File: config.mk
export PLATFORM = sky130hd
export DESIGN_NAME = ethernet_rx_filter_ethertype_dispatch
export DESIGN_NICKNAME = d
export VERILOG_FILES = /design/src/rtl/rxf_pkg.sv /design/src/rtl/rxf_cell.sv /design/src/rtl/ethernet_rx_filter_ethertype_dispatch.sv
export SDC_FILE = /design/constraint.sdc
export NUM_CORES = 1
export LEC_CHECK = 0
export BUFFER_PORTS_ARGS = -buffer_cell sky130_fd_sc_hd__buf_2
export CORE_ASPECT_RATIO = 0.75
export CORE_MARGIN = 3
export CORE_UTILIZATION = 25
export CTS_CLUSTER_DIAMETER = 30
export DETAILED_ROUTE_END_ITERATION = 8
export PLACE_DENSITY_LB_ADDON = 0.1
export SLEW_MARGIN = 10
export SYNTH_ARGS = -nofsm -noshare
export SYNTH_HDL_FRONTEND = slang
export SYNTH_SLANG_ARGS = --single-unit
File: constraint.sdc
create_clock -name clk -period 6.8 [get_ports clk]
set_clock_uncertainty 0.1 [all_clocks]
set_input_delay 1.02 -clock clk [delete_from_list [all_inputs] [get_ports clk]]
set_output_delay 1.02 -clock clk [all_outputs]
set_load 0.05 [all_outputs]
File: src/rtl/rxf_pkg.sv
`timescale 1ns / 1ps
`default_nettype none
// ----------------------------------------------------------------------------
// rxf_pkg: shared types and codes for the receive filter / EtherType dispatch
// Action, status, class and disposition codes, and the probe record that
// moves down the cell chain.
// ----------------------------------------------------------------------------
package rxf_pkg;

  localparam int TABLE_DEPTH_DEFAULT = 8;

  localparam int TYPE_W = 16;
  localparam int MAC_W  = 48;
  localparam int LEN_W  = 16;
  localparam int PIDX_W = 3;

  localparam logic [LEN_W-1:0] HEADER_BYTES = 16'd14;
  localparam logic [LEN_W-1:0] MTU_RESET    = 16'd1500;

  // configuration register indexes
  localparam logic CFG_OWN_MAC = 1'b0;
  localparam logic CFG_MTU     = 1'b1;

  // actions
  localparam logic [1:0] ACT_REGISTER = 2'd0;
  localparam logic [1:0] ACT_RECEIVE  = 2'd1;
  localparam logic [1:0] ACT_TRANSMIT = 2'd2;

  // status codes
  localparam logic [2:0] ST_OK      = 3'd0;
  localparam logic [2:0] ST_INVALID = 3'd1;
  localparam logic [2:0] ST_EXISTS  = 3'd2;
  localparam logic [2:0] ST_NOSPACE = 3'd3;
  localparam logic [2:0] ST_TOOBIG  = 3'd4;

  // destination classes
  localparam logic [1:0] CL_NONE  = 2'd0;
  localparam logic [1:0] CL_HOST  = 2'd1;
  localparam logic [1:0] CL_BCAST = 2'd2;
  localparam logic [1:0] CL_MCAST = 2'd3;

  // dispositions
  localparam logic [1:0] DP_NONE    = 2'd0;
  localparam logic [1:0] DP_DELIVER = 2'd1;
  localparam logic [1:0] DP_FILTER  = 2'd2;
  localparam logic [1:0] DP_UNREG   = 2'd3;

  // search token handed from cell to cell
  typedef struct packed {
    logic              valid;
    logic              search;   // compare against used entries
    logic              insert;   // claim the first free entry if no match
    logic [TYPE_W-1:0] ether_type;
    logic              found;
    logic              written;
    logic [PIDX_W-1:0] pidx;
  } probe_t;

endpackage
`default_nettype wire

File: src/rtl/rxf_cell.sv
`timescale 1ns / 1ps
`default_nettype none
// ----------------------------------------------------------------------------
// rxf_cell: one EtherType table entry
// Compares the passing probe with its entry, claims itself on an insert,
// and hands the updated probe to the next cell through a register.
// ----------------------------------------------------------------------------
module rxf_cell #(
  parameter int INDEX = 0
) (
  input  wire             clk,
  input  wire             rst,
  input  rxf_pkg::probe_t probe_in,
  output rxf_pkg::probe_t probe_out
);

  logic [rxf_pkg::TYPE_W-1:0] entry;
  logic                       used;
  logic                       hit;
  logic                       take;
  rxf_pkg::probe_t            probe_next;
  rxf_pkg::probe_t            probe_q;
  logic                       probe_vld;

  assign hit  = probe_in.valid && probe_in.search && used && !probe_in.found &&
                (entry == probe_in.ether_type);
  // entries fill from the bottom, so any duplicate sits in an earlier cell
  assign take = probe_in.valid && probe_in.insert && !used && !probe_in.found &&
                !probe_in.written;

  always_comb begin
    probe_next = probe_in;
    if (hit) begin
      probe_next.found = 1'b1;
      probe_next.pidx  = rxf_pkg::PIDX_W'(INDEX);
    end
    if (take) begin
      probe_next.written = 1'b1;
    end
  end

  always_ff @(posedge clk) begin
    if (rst) begin
      used      <= 1'b0;
      probe_vld <= 1'b0;
    end else begin
      probe_vld <= probe_in.valid;
      if (take) begin
        used <= 1'b1;
      end
    end
  end

  always_ff @(posedge clk) begin
    probe_q <= probe_next;
    if (take) begin
      entry <= probe_in.ether_type;
    end
  end

  always_comb begin
    probe_out       = probe_q;
    probe_out.valid = probe_vld;
  end

endmodule
`default_nettype wire

File: src/rtl/ethernet_rx_filter_ethertype_dispatch.sv
`timescale 1ns / 1ps
`default_nettype none
// ----------------------------------------------------------------------------
// ethernet_rx_filter_ethertype_dispatch: receive filter and EtherType demux
// Registers EtherTypes into a small table, classifies received headers and
// dispatches them to a table index, and checks transmit lengths against MTU.
// ----------------------------------------------------------------------------
// One transaction at a time. A result reaches the output register after the
// search token has walked the row of table cells, one cell per cycle, with
// the first cell capturing it at the accepting edge. The token then passes
// through the result stage and on into the output register. A new input
// transaction is taken once the previous result has moved into the output
// register, so an unconsumed result in the output register holds the result
// stage and holds off the next item's walk. Every action walks the full
// row, so latency does not depend on the action.
// Configuration writes are ready whenever the block is out of reset and take
// effect on the next cycle. own_mac resets to 0 and mtu to 1500. The table
// starts empty after reset, and no input is taken while reset is high.
// ----------------------------------------------------------------------------
module ethernet_rx_filter_ethertype_dispatch #(
  parameter int TABLE_DEPTH = rxf_pkg::TABLE_DEPTH_DEFAULT
) (
  input  wire                        clk,
  input  wire                        rst,
  // configuration write channel
  input  wire                        cfg_valid,
  output logic                       cfg_ready,
  input  wire                        cfg_index,
  input  wire  [rxf_pkg::MAC_W-1:0]  cfg_data,
  // input items
  input  wire                        in_valid,
  output logic                       in_ready,
  input  wire  [1:0]                 action,
  input  wire  [rxf_pkg::MAC_W-1:0]  dest_mac,
  input  wire  [rxf_pkg::TYPE_W-1:0] ether_type,
  input  wire  [rxf_pkg::LEN_W-1:0]  frame_length,
  // results
  output logic                       out_valid,
  input  wire                        out_ready,
  output logic [2:0]                 status,
  output logic [1:0]                 frame_class,
  output logic [1:0]                 disposition,
  output logic [rxf_pkg::PIDX_W-1:0] protocol_index
);

  // --------------------------------------------------------------------------
  // Configuration registers
  // --------------------------------------------------------------------------
  logic [rxf_pkg::MAC_W-1:0] own_mac;
  logic [rxf_pkg::LEN_W-1:0] mtu;

  assign cfg_ready = !rst;

  always_ff @(posedge clk) begin
    if (rst) begin
      own_mac <= '0;
      mtu     <= rxf_pkg::MTU_RESET;
    end else if (cfg_valid) begin
      case (cfg_index)
        rxf_pkg::CFG_OWN_MAC: own_mac <= cfg_data;
        rxf_pkg::CFG_MTU:     mtu     <= cfg_data[rxf_pkg::LEN_W-1:0];
        default: ;
      endcase
    end
  end

  // --------------------------------------------------------------------------
  // Front end: decide everything that does not need the table
  // --------------------------------------------------------------------------
  logic       busy;
  logic       in_fire;
  logic       short_frame;
  logic [1:0] cls_now;
  logic [2:0] st_now;
  logic [1:0] dp_now;
  logic       lookup_now;   // receive that needs the table result
  logic       reg_now;      // register with a nonzero type

  assign in_ready = !busy && !rst;
  assign in_fire  = in_valid && in_ready;

  assign short_frame = frame_length < rxf_pkg::HEADER_BYTES;

  // address match order: own address, broadcast, group bit
  always_comb begin
    if (dest_mac == own_mac) begin
      cls_now = rxf_pkg::CL_HOST;
    end else if (&dest_mac) begin
      cls_now = rxf_pkg::CL_BCAST;
    end else if (dest_mac[40]) begin
      cls_now = rxf_pkg::CL_MCAST;
    end else begin
      cls_now = rxf_pkg::CL_NONE;
    end
  end

  always_comb begin
    st_now     = rxf_pkg::ST_OK;
    dp_now     = rxf_pkg::DP_NONE;
    lookup_now = 1'b0;
    reg_now    = 1'b0;
    case (action)
      rxf_pkg::ACT_REGISTER: begin
        if (ether_type == '0) begin
          st_now = rxf_pkg::ST_INVALID;
        end else begin
          reg_now = 1'b1;
        end
      end
      rxf_pkg::ACT_RECEIVE: begin
        if (short_frame) begin
          st_now = rxf_pkg::ST_INVALID;
        end else if (cls_now == rxf_pkg::CL_NONE) begin
          dp_now = rxf_pkg::DP_FILTER;
        end else begin
          lookup_now = 1'b1;
        end
      end
      rxf_pkg::ACT_TRANSMIT: begin
        if (frame_length > mtu) begin
          st_now = rxf_pkg::ST_TOOBIG;
        end
      end
      default: begin
        st_now = rxf_pkg::ST_INVALID;
      end
    endcase
  end

  // per-transaction context held while the token walks the chain
  logic [2:0] ctx_status;
  logic [1:0] ctx_class;
  logic [1:0] ctx_disp;
  logic       ctx_lookup;
  logic       ctx_register;

  always_ff @(posedge clk) begin
    if (in_fire) begin
      ctx_status   <= st_now;
      ctx_class    <= (action == rxf_pkg::ACT_RECEIVE && !short_frame) ?
                      cls_now : rxf_pkg::CL_NONE;
      ctx_disp     <= dp_now;
      ctx_lookup   <= lookup_now;
      ctx_register <= reg_now;
    end
  end

  // --------------------------------------------------------------------------
  // Cell chain: one table entry per cell, token moves one cell per cycle
  // --------------------------------------------------------------------------
  rxf_pkg::probe_t probe [0:TABLE_DEPTH];

  always_comb begin
    probe[0].valid      = in_fire;
    probe[0].search     = lookup_now || reg_now;
    probe[0].insert     = reg_now;
    probe[0].ether_type = ether_type;
    probe[0].found      = 1'b0;
    probe[0].written    = 1'b0;
    probe[0].pidx       = '0;
  end

  for (genvar g = 0; g < TABLE_DEPTH; g++) begin : g_cell
    rxf_cell #(
      .INDEX (g)
    ) u_cell (
      .clk       (clk),
      .rst       (rst),
      .probe_in  (probe[g]),
      .probe_out (probe[g+1])
    );
  end

  // --------------------------------------------------------------------------
  // Result stage: merge the token's findings with the held context
  // --------------------------------------------------------------------------
  rxf_pkg::probe_t            tail;
  logic [2:0]                 res_status_next;
  logic [1:0]                 res_disp_next;
  logic [rxf_pkg::PIDX_W-1:0] res_pidx_next;

  assign tail = probe[TABLE_DEPTH];

  always_comb begin
    res_status_next = ctx_status;
    res_disp_next   = ctx_disp;
    res_pidx_next   = '0;
    if (ctx_register) begin
      if (tail.found) begin
        res_status_next = rxf_pkg::ST_EXISTS;
      end else if (!tail.written) begin
        res_status_next = rxf_pkg::ST_NOSPACE;
      end
    end
    if (ctx_lookup) begin
      if (tail.found) begin
        res_disp_next = rxf_pkg::DP_DELIVER;
        res_pidx_next = tail.pidx;
      end else begin
        res_disp_next = rxf_pkg::DP_UNREG;
      end
    end
  end

  logic                       res_valid;
  logic [2:0]                 res_status;
  logic [1:0]                 res_class;
  logic [1:0]                 res_disp;
  logic [rxf_pkg::PIDX_W-1:0] res_pidx;
  logic                       out_load;

  // result moves on once the output register is free or being drained
  assign out_load = res_valid && (!out_valid || out_ready);

  always_ff @(posedge clk) begin
    if (rst) begin
      res_valid <= 1'b0;
      out_valid <= 1'b0;
      busy      <= 1'b0;
    end else begin
      if (tail.valid) begin
        res_valid <= 1'b1;
      end else if (out_load) begin
        res_valid <= 1'b0;
      end

      if (out_load) begin
        out_valid <= 1'b1;
      end else if (out_ready) begin
        out_valid <= 1'b0;
      end

      if (in_fire) begin
        busy <= 1'b1;
      end else if (out_load) begin
        busy <= 1'b0;
      end
    end
  end

  always_ff @(posedge clk) begin
    if (tail.valid) begin
      res_status <= res_status_next;
      res_class  <= ctx_class;
      res_disp   <= res_disp_next;
      res_pidx   <= res_pidx_next;
    end
    if (out_load) begin
      status         <= res_status;
      frame_class    <= res_class;
      disposition    <= res_disp;
      protocol_index <= res_pidx;
    end
  end

endmodule
`default_nettype wire
==> results.cfg <==
[critical_path]
required_ns = 5.68
setup.worst_path.end_class = primary output
regToRegEndpoint = ctx_status[2]$_DFFE_PP_
rr_startpoint = mtu[15]$_SDFFE_PP0P_
worst_case_register_to_register_setup_slack_ns = 4.77
highest_fanout_seen_on_the_critical_path = 18
cp-start-kind = input port
reg2reg_depth = 6
cp.arrival_ns = 1.79
path_class = input port to primary output

[clock_network]
cts.sink_count = 397
cts_resized = 0
cts_setup_buffers = 0
cts-htree-levels = 3
cts.reportedPaths.clkPinSlew_ns = 0.05
cts_inserted_buffers = 71
tritoncts_clock_tree = yes
worstSkewPairLatency_ns = 0.56
clock_tree.buffer_depth = 3
hold_buffers = 0
cts_root_buffer = sky130_fd_sc_hd__clkbuf_16

[floorplanning]
core_um2 = 53340
initial_utilization_pct = 25.43
std_cell_rows = 73
floorplan.die_area_um2 = 57130
top_ports = 149
die_h_um = 207.7
fp.dieW_um = 275.0

[timing]
final_critical_path_setup_slack_ns = 3.889
timing.max_slew.rel_slack_pct = 28.99
grt_setup_unrepaired = false
clock.fmax_mhz = 343.5
slew_viol_final = 0
setup_viol_count_final = 0
finalHoldViolations = 0
worst-slew-pin-transition_ns = 1.058
holdWs_ns = 0.2508
final_min_period_over_clock_period_pct = 42.81
setup-tns-final_ns = 0
post-route-min-period_ns = 2.911

[route]
antenna_violating_nets_post_route = 0
routed_wl_mm = 32.13
remaining_drc_errors = 0
wl_per_cell_um = 15.96
vias = 8000
first_iter_violations = 391
viasPerCell = 3.974
drt_pass1_iterations = 4

[synthesis]
synth_cell_type_count = 43
mappedNetlistNets = 1189
yosys_most_used_dff = sky130_fd_sc_hd__dfxtp_1
synth_area_per_cell_um2 = 13.08
synth-edff-count = 155
synth-seq-area-share_pct = 70.02
syn-instance-count = 1037
synth.ff_latch_count = 397
postSynth.asyncResetShare_pct = 0
post_synth_instance_area_um2 = 13570
yosysWarningCount = 0

[final_layout]
layout-drive-gt1-share_pct = 21.77
layout_commonest_cell = sky130_fd_sc_hd__dfxtp_1
design.final.nets = 1393
layout.cells.most_common_list = sky130_fd_sc_hd__dfxtp_1 (242), sky130_fd_sc_hd__edfxtp_1 (155), sky130_fd_sc_hd__buf_2 (148), sky130_fd_sc_hd__xor2_1 (145), sky130_fd_sc_hd__nand2_1 (123)
area_growth_pct = 30.54

[grt]
grt_remaining_overflow = 0
overall_fraction_of_global_route_tracks_in_use_pct = 11.43
initial_antenna_violation_count = 0
pin_count_of_the_biggest_net_entering_global_routing = 61
first_global_vias = 8385
global_route_wire_length_before_repair_mm = 50.07

[hold_path]
min_delay_path_depth = 0
holdCritPathClass = flip-flop to flip-flop
holdCritStartpoint = g_cell[5].u_cell.probe_out[22]$_DFF_P_
worst_hold_path.endpoint = g_cell[6].u_cell.probe_out[22]$_DFF_P_

[placement]
dpl_worst_slack_ns = 3.787
io_port_bufs = 148
gp_routability_congestion = 0.7827
detailedPlacementHpwl_mm = 23.74

[status]
status = finished, final reports clean

[run]
timing.max_cap.violations = 0

[power]
cellLeakagePower_nw = 6.879
vdd_ir_drop_max_mv = 0.1546
pwr_density_cell_nw_per_um2 = 366.5
-- through the flow --
step / std cells / total power [mW] / cell area, µm² / util (%)
final: 2013 / 6.491 / 17710 / 33.20
after global routing: 2012 / 6.753 / 17710 / 33.20
after global placement: 1880 / 2.867 / 15150 / 28.41
after floorplan: 1037 / 2.743 / 13570 / -
after detailed placement: 1880 / 2.868 / 15150 / 28.41
after CTS: 2012 / 6.597 / 17710 / 33.20
-- cells in the mapped netlist (9+ instances only) --
| master | instances | share of area [%] |
|---|---|---|
| sky130_fd_sc_hd__edfxtp_1 | 155 | 34 |
| sky130_fd_sc_hd__nor4_1 | 43 | 2.0 |
| sky130_fd_sc_hd__xnor2_1 | 31 | 2.0 |
| sky130_fd_sc_hd__dfxtp_1 | 242 | 36 |
| sky130_fd_sc_hd__inv_1 | 20 | 0.55 |
| sky130_fd_sc_hd__o211ai_1 | 9 | 0.50 |
| sky130_fd_sc_hd__nor2b_1 | 18 | 0.83 |
| sky130_fd_sc_hd__nand4_1 | 26 | 1.2 |
| sky130_fd_sc_hd__nor3_1 | 9 | 0.33 |
| sky130_fd_sc_hd__nand3_1 | 10 | 0.37 |
| sky130_fd_sc_hd__ha_1 | 16 | 1.5 |
| sky130_fd_sc_hd__a21oi_1 | 67 | 2.5 |
| sky130_fd_sc_hd__clkbuf_1 | 19 | 0.53 |
| sky130_fd_sc_hd__or2_1 | 24 | 1.1 |
| sky130_fd_sc_hd__nor2_1 | 28 | 0.77 |
| sky130_fd_sc_hd__xor2_1 | 145 | 9.4 |
| sky130_fd_sc_hd__nand2_1 | 123 | 3.4 |
-- report_power, final --
group / leakage, nW / switching, mW / internal (mW) / total, mW
sequential: 3.41 / 0.0594 / 2.54 / 2.60
clock: 1.24 / 1.20 / 2.47 / 3.67
combinational: 2.22 / 0.121 / 0.0919 / 0.213
total: 6.88 / 1.38 / 5.11 / 6.49
-- per-layer routing --
| metal | GRT usage [%] | vias up | wire length, µm |
|---|---|---|---|
| li1 | - | 4046 | - |
| met1 | 17.77 | 3786 | 17450 |
| met2 | 15.23 | 109 | 12990 |
| met3 | 2.681 | 59 | 1078 |
| met4 | 3.803 | 0 | 608 |
| met5 | 0 | - | 0 |
-- cell type report --
type                            instances  area [µm²]
Fill cell                            5378       35630
Sequential cell                       397        9499
Multi-Input combinational cell        596        3904
Clock buffer                           94        2113
Tap cell                              712       890.9
Timing Repair Buffer                  153       778.2
Clock inverter                         38       440.4
Inverter                               22       82.58
Antenna cell                            1       2.502
-- registers in the layout (all words and copies together), names as in the netlist --
name                     count
protocol_index               3
busy                         1
ctx_lookup                   1
ctx_class                    2
mtu                         16
ctx_disp                     1
res_disp                     2
g_cell.u_cell.entry        128
own_mac                     48
out_valid                    1
res_status                   3
res_valid                    1
g_cell.u_cell.probe_out    159
res_pidx                     3
ctx_register                 1
g_cell.u_cell.used           8
ctx_status                   2
frame_class                  2
disposition                  2
res_class                    2
g_cell.u_cell.probe_vld      8
status                       3
-- worst max path at each step --
| stage | start | endpoint | slack, ns | cells past startpoint |
|---|---|---|---|---|
| floorplan | rst | g_cell[0].u_cell.entry[0]$_DFFE_PP_ | 3.23 | 5 |
| global placement | ether_type[2] | g_cell[0].u_cell.entry[12]$_DFFE_PP_ | 3.81 | 7 |
| detailed placement | ether_type[4] | g_cell[0].u_cell.entry[1]$_DFFE_PP_ | 3.79 | 7 |
| CTS | rst | cfg_ready | 3.85 | 3 |
| global route | rst | cfg_ready | 3.81 | 3 |
| finish | rst | cfg_ready | 3.89 | 3 |
-- worst max-delay path, stage by stage --
cell and delay, ns:
sky130_fd_sc_hd__buf_2 0.35, sky130_fd_sc_hd__inv_2 0.16, sky130_fd_sc_hd__buf_2 0.25
-- logic make-up after synthesis --
logic type               after synthesis  synth area share (%)
AND/OR/NAND/NOR                      314                 12.15
adder cells (fa/ha/maj)               16                 1.476
multiplexers                           1               0.07378
flip-flops                           397                 70.02
XOR/XNOR                             176                 11.36
buffers and inverters                 44                 1.227
AO/OA/AOI/OAI                         89                 3.698
No activity file was read; power rests on OpenSTA's default activity.
